[src/hdl/dsp_pkg.sv]
// Shared types, constants and a helper function for the date-time string parser.
`default_nettype none

package dsp_pkg;

  // String layout.
  localparam int unsigned POS_W    = 4;
  localparam int unsigned CHAR_W   = 8;
  localparam int unsigned DIGIT_W  = 4;

  localparam logic [POS_W-1:0] POS_YEAR_LO = 4'd2;
  localparam logic [POS_W-1:0] POS_DASH1   = 4'd4;
  localparam logic [POS_W-1:0] POS_DASH2   = 4'd7;
  localparam logic [POS_W-1:0] POS_SLASH   = 4'd10;
  localparam logic [POS_W-1:0] POS_COLON   = 4'd13;
  localparam logic [POS_W-1:0] POS_LAST    = 4'd15;

  // Character codes.
  localparam logic [CHAR_W-1:0] CH_DASH  = 8'h2D;
  localparam logic [CHAR_W-1:0] CH_SLASH = 8'h2F;
  localparam logic [CHAR_W-1:0] CH_COLON = 8'h3A;
  localparam logic [CHAR_W-1:0] CH_ZERO  = 8'h30;
  localparam logic [CHAR_W-1:0] CH_NINE  = 8'h39;

  // Field widths.
  localparam int unsigned YEAR_W   = 14;
  localparam int unsigned ACC_W    = 7;
  localparam int unsigned MONTH_W  = 4;
  localparam int unsigned DAY_W    = 5;
  localparam int unsigned HOUR_W   = 5;
  localparam int unsigned MINUTE_W = 6;
  localparam int unsigned OUT_W    = YEAR_W + MONTH_W + DAY_W + HOUR_W + MINUTE_W;
  localparam int unsigned OUT_PAD  = ((OUT_W + 7) / 8) * 8 - OUT_W;
  localparam int unsigned TDATA_W  = OUT_W + OUT_PAD;

  // Calendar limits.
  localparam logic [YEAR_W-1:0] YEAR_MIN   = 14'd1000;
  localparam logic [YEAR_W-1:0] YEAR_MAX   = 14'd9999;
  localparam logic [ACC_W-1:0]  MONTH_MIN  = 7'd1;
  localparam logic [ACC_W-1:0]  MONTH_MAX  = 7'd12;
  localparam logic [ACC_W-1:0]  DAY_MIN    = 7'd1;
  localparam logic [ACC_W-1:0]  HOUR_MAX   = 7'd23;
  localparam logic [ACC_W-1:0]  MINUTE_MAX = 7'd59;

  // Queue between front and back.
  localparam int unsigned QUEUE_DEPTH = 4;
  localparam int unsigned QPTR_W      = $clog2(QUEUE_DEPTH);
  localparam int unsigned QCNT_W      = QPTR_W + 1;

  // Which accumulator a byte feeds.
  typedef enum logic [2:0] {
    FLD_YEAR_HI,
    FLD_YEAR_LO,
    FLD_MONTH,
    FLD_DAY,
    FLD_HOUR,
    FLD_MINUTE,
    FLD_SEP
  } field_e;

  // One classified byte, passed from front to back.
  typedef struct packed {
    logic               first;
    logic               last;
    logic               bad;
    field_e             field;
    logic [DIGIT_W-1:0] digit;
  } token_t;

  // Length of a month; zero for a month code outside 1..12.
  function automatic logic [DAY_W-1:0] month_days(input logic [MONTH_W-1:0] month,
                                                  input logic leap);
    logic [DAY_W-1:0] days;
    days = '0;
    case (month) inside
      4'd2:                                  days = leap ? 5'd29 : 5'd28;
      4'd4, 4'd6, 4'd9, 4'd11:               days = 5'd30;
      4'd1, 4'd3, 4'd5, 4'd7, 4'd8, 4'd10, 4'd12: days = 5'd31;
      default:                               days = '0;
    endcase
    return days;
  endfunction

endpackage

`default_nettype wire

[src/hdl/dsp_front.sv]
// Front end: accepts bytes, tracks the position and classifies each byte.
`default_nettype none

module dsp_front import dsp_pkg::*; (
  input  wire logic              clk_i,
  input  wire logic              rst_ni,
  input  wire logic              s_axis_tvalid,
  output logic                   s_axis_tready,
  input  wire logic [CHAR_W-1:0] s_axis_tdata,   // [7:0] char_code
  input  wire logic              s_axis_tuser,   // [0] first
  output logic                   push_o,
  input  wire logic              push_ready_i,
  output token_t                 token_o
);

  logic [POS_W-1:0]  pos_q, pos_d;
  logic [POS_W-1:0]  pos;
  logic [CHAR_W-1:0] ch;
  logic [CHAR_W-1:0] ch_off;
  logic              is_digit;
  logic              accept;

  assign ch       = s_axis_tdata;
  assign ch_off   = ch - CH_ZERO;
  assign is_digit = (ch >= CH_ZERO) && (ch <= CH_NINE);
  assign accept   = s_axis_tvalid && push_ready_i;

  assign s_axis_tready = push_ready_i;
  assign push_o        = s_axis_tvalid;

  // A start flag restarts the string at position zero.
  assign pos   = s_axis_tuser ? '0 : pos_q;
  assign pos_d = pos + 1'b1;

  // Classify the byte by its position in the string.
  always_comb begin
    token_o.first = s_axis_tuser;
    token_o.last  = (pos == POS_LAST);
    token_o.digit = ch_off[DIGIT_W-1:0];
    token_o.bad   = 1'b0;
    token_o.field = FLD_SEP;
    case (pos) inside
      POS_DASH1, POS_DASH2: begin
        token_o.bad = (ch != CH_DASH);
      end
      POS_SLASH: begin
        token_o.bad = (ch != CH_SLASH);
      end
      POS_COLON: begin
        token_o.bad = (ch != CH_COLON);
      end
      default: begin
        token_o.bad = !is_digit;
        if (pos < POS_YEAR_LO) begin
          token_o.field = FLD_YEAR_HI;
        end else if (pos < POS_DASH1) begin
          token_o.field = FLD_YEAR_LO;
        end else if (pos < POS_DASH2) begin
          token_o.field = FLD_MONTH;
        end else if (pos < POS_SLASH) begin
          token_o.field = FLD_DAY;
        end else if (pos < POS_COLON) begin
          token_o.field = FLD_HOUR;
        end else begin
          token_o.field = FLD_MINUTE;
        end
      end
    endcase
  end

  // Position advances on every accepted byte and wraps after the sixteenth.
  always_ff @(posedge clk_i or negedge rst_ni) begin
    if (!rst_ni) begin
      pos_q <= '0;
    end else if (accept) begin
      pos_q <= pos_d;
    end
  end

endmodule

`default_nettype wire

[src/hdl/dsp_queue.sv]
// Short queue of classified bytes between the front and back ends.
`default_nettype none

module dsp_queue import dsp_pkg::*; (
  input  wire logic   clk_i,
  input  wire logic   rst_ni,
  input  wire logic   push_i,
  output logic        push_ready_o,
  input  wire token_t token_i,
  output logic        pop_valid_o,
  input  wire logic   pop_i,
  output token_t      token_o
);

  token_t              entry_q [QUEUE_DEPTH];
  logic [QPTR_W-1:0]   wr_ptr_q;
  logic [QPTR_W-1:0]   rd_ptr_q;
  logic [QCNT_W-1:0]   count_q;
  logic                do_push;
  logic                do_pop;

  assign push_ready_o = (count_q != QCNT_W'(QUEUE_DEPTH));
  assign pop_valid_o  = (count_q != '0);
  assign do_push      = push_i && push_ready_o;
  assign do_pop       = pop_i && pop_valid_o;
  assign token_o      = entry_q[rd_ptr_q];

  // Entry storage.
  always_ff @(posedge clk_i) begin
    if (do_push) begin
      entry_q[wr_ptr_q] <= token_i;
    end
  end

  // Pointers and fill count.
  always_ff @(posedge clk_i or negedge rst_ni) begin
    if (!rst_ni) begin
      wr_ptr_q <= '0;
      rd_ptr_q <= '0;
      count_q  <= '0;
    end else begin
      if (do_push) begin
        wr_ptr_q <= wr_ptr_q + 1'b1;
      end
      if (do_pop) begin
        rd_ptr_q <= rd_ptr_q + 1'b1;
      end
      if (do_push && !do_pop) begin
        count_q <= count_q + 1'b1;
      end else if (do_pop && !do_push) begin
        count_q <= count_q - 1'b1;
      end
    end
  end

endmodule

`default_nettype wire

[src/hdl/dsp_back.sv]
// Back end: accumulates the decimal fields, checks the calendar and holds the result.
`default_nettype none

module dsp_back import dsp_pkg::*; (
  input  wire logic               clk_i,
  input  wire logic               rst_ni,
  input  wire logic               tok_valid_i,
  input  wire token_t             token_i,
  output logic                    pop_o,
  output logic                    m_axis_tvalid,
  input  wire logic               m_axis_tready,
  output logic [TDATA_W-1:0]      m_axis_tdata,  // [13:0] year, [17:14] month, [22:18] day,
                                                 // [27:23] hour, [33:28] minute, zero pad
  output logic                    m_axis_tuser   // [0] valid_res
);

  logic              err_q, err_d, err_b;
  logic [YEAR_W-1:0] year_q, year_d, year_b;
  logic [ACC_W-1:0]  yhi_q, yhi_d, yhi_b;
  logic [ACC_W-1:0]  ylo_q, ylo_d, ylo_b;
  logic [ACC_W-1:0]  month_q, month_d, month_b;
  logic [ACC_W-1:0]  day_q, day_d, day_b;
  logic [ACC_W-1:0]  hour_q, hour_d, hour_b;
  logic [ACC_W-1:0]  minute_q, minute_d, minute_b;

  logic                  leap;
  logic [DAY_W-1:0]      dim;
  logic                  cal_ok;
  logic                  pop;
  logic [YEAR_W+3:0]     year_sum;

  logic                  out_valid_q;
  logic                  out_ok_q;
  logic [YEAR_W-1:0]     out_year_q;
  logic [MONTH_W-1:0]    out_month_q;
  logic [DAY_W-1:0]      out_day_q;
  logic [HOUR_W-1:0]     out_hour_q;
  logic [MINUTE_W-1:0]   out_minute_q;

  // Decimal shift-in of one digit on a narrow accumulator.
  function automatic logic [ACC_W-1:0] shift_digit(input logic [ACC_W-1:0] acc,
                                                   input logic [DIGIT_W-1:0] dig);
    logic [ACC_W+3:0] sum;
    sum = {1'b0, acc, 3'b000} + {3'b000, acc, 1'b0} + {{ACC_W{1'b0}}, dig};
    return sum[ACC_W-1:0];
  endfunction

  // The last byte leaves only when the output register can take the result.
  assign pop   = tok_valid_i && (!token_i.last || !out_valid_q || m_axis_tready);
  assign pop_o = pop;

  // A start flag clears the string before its first byte is applied.
  always_comb begin
    if (token_i.first) begin
      err_b    = 1'b0;
      year_b   = '0;
      yhi_b    = '0;
      ylo_b    = '0;
      month_b  = '0;
      day_b    = '0;
      hour_b   = '0;
      minute_b = '0;
    end else begin
      err_b    = err_q;
      year_b   = year_q;
      yhi_b    = yhi_q;
      ylo_b    = ylo_q;
      month_b  = month_q;
      day_b    = day_q;
      hour_b   = hour_q;
      minute_b = minute_q;
    end
  end

  assign year_sum = {1'b0, year_b, 3'b000} + {3'b000, year_b, 1'b0}
                  + {{(YEAR_W){1'b0}}, token_i.digit};

  // Apply the byte: flag a format error or shift its digit into the field.
  always_comb begin
    err_d    = err_b | token_i.bad;
    year_d   = year_b;
    yhi_d    = yhi_b;
    ylo_d    = ylo_b;
    month_d  = month_b;
    day_d    = day_b;
    hour_d   = hour_b;
    minute_d = minute_b;
    if (!token_i.bad) begin
      case (token_i.field)
        FLD_YEAR_HI: begin
          year_d = year_sum[YEAR_W-1:0];
          yhi_d  = shift_digit(yhi_b, token_i.digit);
        end
        FLD_YEAR_LO: begin
          year_d = year_sum[YEAR_W-1:0];
          ylo_d  = shift_digit(ylo_b, token_i.digit);
        end
        FLD_MONTH:  month_d  = shift_digit(month_b, token_i.digit);
        FLD_DAY:    day_d    = shift_digit(day_b, token_i.digit);
        FLD_HOUR:   hour_d   = shift_digit(hour_b, token_i.digit);
        FLD_MINUTE: minute_d = shift_digit(minute_b, token_i.digit);
        default:    err_d    = err_b | token_i.bad;
      endcase
    end
  end

  // Leap year from the century digits and the last two digits of the year:
  // a year not ending in 00 is leap when those two digits divide by four,
  // a century year when its century digits do.
  assign leap = (ylo_d != '0) ? (ylo_d[1:0] == 2'b00) : (yhi_d[1:0] == 2'b00);
  assign dim  = month_days(month_d[MONTH_W-1:0], leap);

  assign cal_ok = !err_d
               && (year_d >= YEAR_MIN) && (year_d <= YEAR_MAX)
               && (month_d >= MONTH_MIN) && (month_d <= MONTH_MAX)
               && (hour_d <= HOUR_MAX) && (minute_d <= MINUTE_MAX)
               && (day_d >= DAY_MIN) && (day_d <= {2'b00, dim});

  // String state; cleared after the sixteenth byte.
  always_ff @(posedge clk_i or negedge rst_ni) begin
    if (!rst_ni) begin
      err_q    <= 1'b0;
      year_q   <= '0;
      yhi_q    <= '0;
      ylo_q    <= '0;
      month_q  <= '0;
      day_q    <= '0;
      hour_q   <= '0;
      minute_q <= '0;
    end else if (pop) begin
      if (token_i.last) begin
        err_q    <= 1'b0;
        year_q   <= '0;
        yhi_q    <= '0;
        ylo_q    <= '0;
        month_q  <= '0;
        day_q    <= '0;
        hour_q   <= '0;
        minute_q <= '0;
      end else begin
        err_q    <= err_d;
        year_q   <= year_d;
        yhi_q    <= yhi_d;
        ylo_q    <= ylo_d;
        month_q  <= month_d;
        day_q    <= day_d;
        hour_q   <= hour_d;
        minute_q <= minute_d;
      end
    end
  end

  // Output valid flag.
  always_ff @(posedge clk_i or negedge rst_ni) begin
    if (!rst_ni) begin
      out_valid_q <= 1'b0;
    end else if (pop && token_i.last) begin
      out_valid_q <= 1'b1;
    end else if (m_axis_tready) begin
      out_valid_q <= 1'b0;
    end
  end

  // Output payload; every field reads zero for an invalid string.
  always_ff @(posedge clk_i) begin
    if (pop && token_i.last) begin
      out_ok_q     <= cal_ok;
      out_year_q   <= cal_ok ? year_d : '0;
      out_month_q  <= cal_ok ? month_d[MONTH_W-1:0] : '0;
      out_day_q    <= cal_ok ? day_d[DAY_W-1:0] : '0;
      out_hour_q   <= cal_ok ? hour_d[HOUR_W-1:0] : '0;
      out_minute_q <= cal_ok ? minute_d[MINUTE_W-1:0] : '0;
    end
  end

  assign m_axis_tvalid = out_valid_q;
  assign m_axis_tuser  = out_ok_q;
  assign m_axis_tdata  = {{OUT_PAD{1'b0}}, out_minute_q, out_hour_q, out_day_q,
                          out_month_q, out_year_q};

endmodule

`default_nettype wire

[src/hdl/date_string_parser_top.sv]
// Top level of the date-time string parser: front end, queue and back end.
// Path: the sixteenth byte of a string is first held in the queue register, and
// its result is then captured in the output register on the master side.
// Throughput: one byte per cycle while the queue has room for it.
// Reset: rst_ni clears the position, the queue and the accumulators at once;
// bytes are taken as soon as reset is released.
`default_nettype none

module date_string_parser_top import dsp_pkg::*; (
  input  wire logic               clk_i,
  input  wire logic               rst_ni,
  input  wire logic               s_axis_tvalid,
  output logic                    s_axis_tready,
  input  wire logic [CHAR_W-1:0]  s_axis_tdata,   // [7:0] char_code
  input  wire logic               s_axis_tuser,   // [0] first
  output logic                    m_axis_tvalid,
  input  wire logic               m_axis_tready,
  output logic [TDATA_W-1:0]      m_axis_tdata,   // [13:0] year, [17:14] month, [22:18] day,
                                                  // [27:23] hour, [33:28] minute, zero pad
  output logic                    m_axis_tuser    // [0] valid_res
);

  logic   push;
  logic   push_ready;
  token_t push_token;
  logic   tok_valid;
  logic   pop;
  token_t pop_token;

  // Classify incoming bytes.
  dsp_front u_front (
    .clk_i         (clk_i),
    .rst_ni        (rst_ni),
    .s_axis_tvalid (s_axis_tvalid),
    .s_axis_tready (s_axis_tready),
    .s_axis_tdata  (s_axis_tdata),
    .s_axis_tuser  (s_axis_tuser),
    .push_o        (push),
    .push_ready_i  (push_ready),
    .token_o       (push_token)
  );

  // Decouple front and back.
  dsp_queue u_queue (
    .clk_i        (clk_i),
    .rst_ni       (rst_ni),
    .push_i       (push),
    .push_ready_o (push_ready),
    .token_i      (push_token),
    .pop_valid_o  (tok_valid),
    .pop_i        (pop),
    .token_o      (pop_token)
  );

  // Accumulate, check and deliver results.
  dsp_back u_back (
    .clk_i         (clk_i),
    .rst_ni        (rst_ni),
    .tok_valid_i   (tok_valid),
    .token_i       (pop_token),
    .pop_o         (pop),
    .m_axis_tvalid (m_axis_tvalid),
    .m_axis_tready (m_axis_tready),
    .m_axis_tdata  (m_axis_tdata),
    .m_axis_tuser  (m_axis_tuser)
  );

endmodule

`default_nettype wire

[config.mk]
export PLATFORM = sky130hd
export DESIGN_NAME = date_string_parser_top
export DESIGN_NICKNAME = d
export VERILOG_FILES = /design/src/hdl/dsp_pkg.sv /design/src/hdl/dsp_front.sv /design/src/hdl/dsp_queue.sv /design/src/hdl/dsp_back.sv /design/src/hdl/date_string_parser_top.sv
export SDC_FILE = /design/constraint.sdc
export NUM_CORES = 1
export LEC_CHECK = 0
export BUFFER_PORTS_ARGS = -buffer_cell sky130_fd_sc_hd__buf_2
export CAP_MARGIN = 20
export CELL_PAD_IN_SITES_DETAIL_PLACEMENT = 0
export CELL_PAD_IN_SITES_GLOBAL_PLACEMENT = 2
export CORE_MARGIN = 2
export CORE_UTILIZATION = 45
export DETAILED_ROUTE_END_ITERATION = 12
export PLACE_DENSITY_LB_ADDON = 0.1
export SETUP_SLACK_MARGIN = 0.2
export SLEW_MARGIN = 20
export SYNTH_ARGS = -nofsm -noshare
export SYNTH_HDL_FRONTEND = slang
export SYNTH_SLANG_ARGS = --single-unit
[constraint.sdc]
create_clock -name clk_i -period 12.7 [get_ports clk_i]
set_clock_uncertainty 0.2 [all_clocks]
set_input_delay 2.54 -clock clk_i [delete_from_list [all_inputs] [get_ports clk_i]]
set_output_delay 2.54 -clock clk_i [all_outputs]
set_load 0.1 [all_outputs]
==> results.txt <==
status: finished, final reports clean
gr busiest metal: met2
Final setup viols: 0
share of cells above drive strength 1: 16.9%
Synth cell types: 75
Routed WL: 20.9 mm
post-CTS sizing: 0
Root Buffer: clkbuf_16
VDD IR max: 0.121 mV
Cell Area, Placed: 9350 um2
Die H: 145 um
register area share after synthesis: 43.3%
cell repeated most along the worst path: ha_1
crit path time final: 6.43 ns
Post-synth EDFFs: 75
synthesized flop and latch total: 139
GRT overflow: 0
initial DRC count: 317
hold path depth: 2
WP buf/inv: 2
Ys Warns: 0
Max Root-Sink Buffers: 2
Mapped Avg Cell Area: 11.1 um2
Worst-Skew Late Latency: 0.43 ns
depth of the most critical reg-to-reg path: 22
Via density: 5.60
Sw Pwr: 1.29 mW
H-tree depth: 4
total track usage: 21.5%
placed cell count: 1090
initial cell density of the core: 45.7%
combinational share of power: 51.8%
Post-CTS Setup Inserts: 0
Final ANT Viol Nets: 0
headroom to the max-slew limit: 26.1%
Layout Nets: 945
synthesized area: 8900 um2
Final HPWL DP: 14.9 mm
first-pass detailed-route iteration total: 6
number of global-route vias before repair: 6410
Fin Hold WS: 0.272 ns
post-synth top area cell: edfxtp_1
wire per inst: 18.7 um
setup ws final: 6.27 ns
worst setup slack after placement: 6.31 ns
RR Startpoint: u_queue.rd_ptr_q[0]$_DFFE_PN0P_
I/O Buffers: 49
part of the power in registers: 27.8%
clock sinks: 139
Int Pwr: 1.22 mW
CP top delay family: compound AO/OA/AOI/OAI gates
CTS tree: done
sw frac: 51.3%
crit start category: flip-flop
RR Endpoint: u_back.out_day_q[4]$_SDFFCE_PN0P_
RSZ-0062 raised after global routing: false
FP Rows: 51
CP Capture Type: flip-flop
Worst Hold Class: flip-flop to flip-flop
fmax: 155 MHz
max-cap violation count: 0
min-delay src: u_back.year_q[5]$_DFFE_PN0P_
first-pass GRT wire length: 34.0 mm
setup TNS: 0 ns
Pins Over Slew Limit: 0
Tcrit/Tclk final: 50.6%
origin of the worst setup path: u_queue.rd_ptr_q[0]$_DFFE_PN0P_
area delta synth->final: 11.8%
io pins: 56
top_reg_cell synth: edfxtp_1
largest net degree at the start of global routing: 65
Final Hold Vio Count: 0
Worst Path Arrival: 6.49 ns
Clk pwr share: 20.3%
via count: 6288
GR met1 Demand/Resource: 27.1%
CTS Hold Buffers Added: 0
worst reg2reg setup slack: 6.27 ns
GP Congestion: 0.809
slowest CP cell: mux4_2
Post-Synthesis Cells: 804
CP Class: flip-flop to flip-flop
fin cells: 1122
DRC violations left: 0
Yosys top cell area share: 25.3%
Slew @ Worst Pin: 1.11 ns
total power per unit cell area: 252 nW/um2
worst-path fanout max: 35
Clk pin slew, worst setup/hold paths: 0.06 ns
sink of the worst hold path: u_back.year_q[5]$_DFFE_PN0P_
initial antenna violation count: 0
M2 GR Usage: 37.9%
Core Area: 19500 um2
top cells by area, synth: edfxtp_1 (25%), dfrtp_1 (18%), ha_1 (11%), nor3_2 (3.1%), fa_1 (2.9%)
FFs w/ async S/R, synth: 46.0%
CP peak stage delay: 0.95 ns
diode count: 0
Total Die Area: 20900 um2
die width: 145 um
critical path required time: 12.75 ns
leakage: 4.45 nW
GRT met3 Usage: 3.97%
critical path, cell by cell: mux4_2 > nor2b_1 > ha_1 > ha_1 > inv_1 > fa_1 > inv_1 > a21o_1 > a21oi_1 > xnor2_1 > a2bb2oi_1 > o21ai_0 > o41ai_1 > a31oi_1 > ha_1 > nand3_1 > o22ai_1 > o21bai_1 > a2111oi_4 > nand4_2 > a21o_4 > nor3b_1
CTS buffer count: 17
final instance area: 9950 um2
## power groups by stage
stage               Clock [mW]  Combinational, mW  Sequential, mW
floorplan                    0              0.617            1.10
global placement             0               1.28           0.702
detailed placement           0               1.30           0.707
CTS                      0.520               1.31           0.699
global route             0.538               1.40           0.715
finish                   0.510               1.30           0.697
## per-stage QoR
stage | utilization [%] | power [mW]
global placement | 48.0 | 1.98
CTS | 51.1 | 2.53
floorplan | - | 1.72
detailed placement | 48.0 | 2.01
finish | 51.1 | 2.51
global route | 51.1 | 2.65
## tightest hold or removal path, cell delays in order (launching register included)
cell	delay (ns)
dfrtp_1	0.33
nand2_1	0.04
o21ai_0	0.06
## layer usage
| metal | part of all wire [%] | vias to the layer above |
|---|---|---|
| met2 | 51 | 111 |
| met3 | 2.9 | 25 |
| met4 | 1.6 | 0 |
| li1 | - | 3004 |
| met1 | 44 | 3148 |
| met5 | 0 | - |
## sequential cells by signal, summed over array words and instances, names as in the netlist
name	flops
u_back.month_q	7
u_front.pos_q	4
u_queue.rd_ptr_q	2
u_back.out_year_q	14
u_back.minute_q	7
u_back.hour_q	7
u_back.ylo_q	7
u_back.day_q	7
u_back.err_q	1
u_back.m_axis_tuser	1
u_queue.wr_ptr_q	2
u_back.yhi_q	2
u_back.out_minute_q	6
u_back.m_axis_tvalid	1
u_back.out_hour_q	5
u_queue.count_q	3
u_back.out_month_q	4
u_back.year_q	14
u_back.out_day_q	5
u_queue.entry_q	40
## worst max path at each step
stage / endpoint / depth (start not counted)
floorplan: u_back.out_hour_q[4]$_SDFFCE_PN0P_ / 24
global placement: u_back.out_day_q[4]$_SDFFCE_PN0P_ / 22
detailed placement: u_back.out_day_q[4]$_SDFFCE_PN0P_ / 22
CTS: u_back.out_day_q[4]$_SDFFCE_PN0P_ / 22
global route: u_back.out_day_q[4]$_SDFFCE_PN0P_ / 22
finish: u_back.out_day_q[4]$_SDFFCE_PN0P_ / 22
## kinds of logic (layout without fill, tap and decap cells)
group / Yosys count / count (layout) / synth area share [%]
adders and majority gates: 88 / 88 / 13.5
muxes: 31 / 31 / 5.07
xor gates and xnor gates: 36 / 36 / 4.01
buffers and inverters: 92 / 140 / 4.69
other: 1 / 6 / 0.0421
DFF: 139 / 139 / 43.3
and+or+nand+nor: 245 / 245 / 16.0
AOI/OAI and AO/OA: 172 / 172 / 13.5
## synth_stat cells (3+ instances only)
library cell	n
o21ai_0	46
xnor3_1	3
nor4b_1	3
and3_1	9
o21a_1	4
o21bai_1	4
or3_1	4
nand3_1	11
nand2_1	61
nor3_1	8
nor3b_1	4
mux2i_1	17
a21o_1	16
buf_4	6
xnor2_1	23
and4_1	3
a31oi_1	7
xor2_1	10
nor2_1	50
buf_2	4
inv_1	51
nor2b_1	29
clkbuf_1	24
nand2b_1	10
a22o_1	25
edfxtp_1	75
dfrtp_1	64
mux2_2	4
a21oi_1	33
buf_6	6
ha_1	75
nand4b_1	3
fa_1	13
o31ai_1	4
mux4_1	3
a32o_1	5
nor3_2	28
mux4_2	7
## cell usage in the layout (no fill, tap or decap), types with 5 or more instances in the layout
cell       instances
a21o_1            16
a21oi_1           33
a22o_1            25
a31oi_1            7
a32o_1             5
and3_1             9
buf_2             49
buf_4              8
clkbuf_16         17
conb_1             6
dfrtp_1           64
edfxtp_1          75
fa_1              13
ha_1              75
inv_1             51
inv_6              6
mux2i_1           17
mux4_2             7
nand2_1           61
nand2b_1          10
nand3_1           11
nor2_1            50
nor2b_1           29
nor3_1             8
nor3_2            28
o21ai_0           46
xnor2_1           23
xor2_1            10
## area by class of cell
cell class                 count  area (um2)
inverter                      51         191
fill                        1743        9520
timing repair buffer          57         305
multi-input combinational    578        4660
sequential                   139        3850
tap                          265         332
clock buffer                  17         425
clock inverter                15         175
Power figures use the tool's default switching activity.
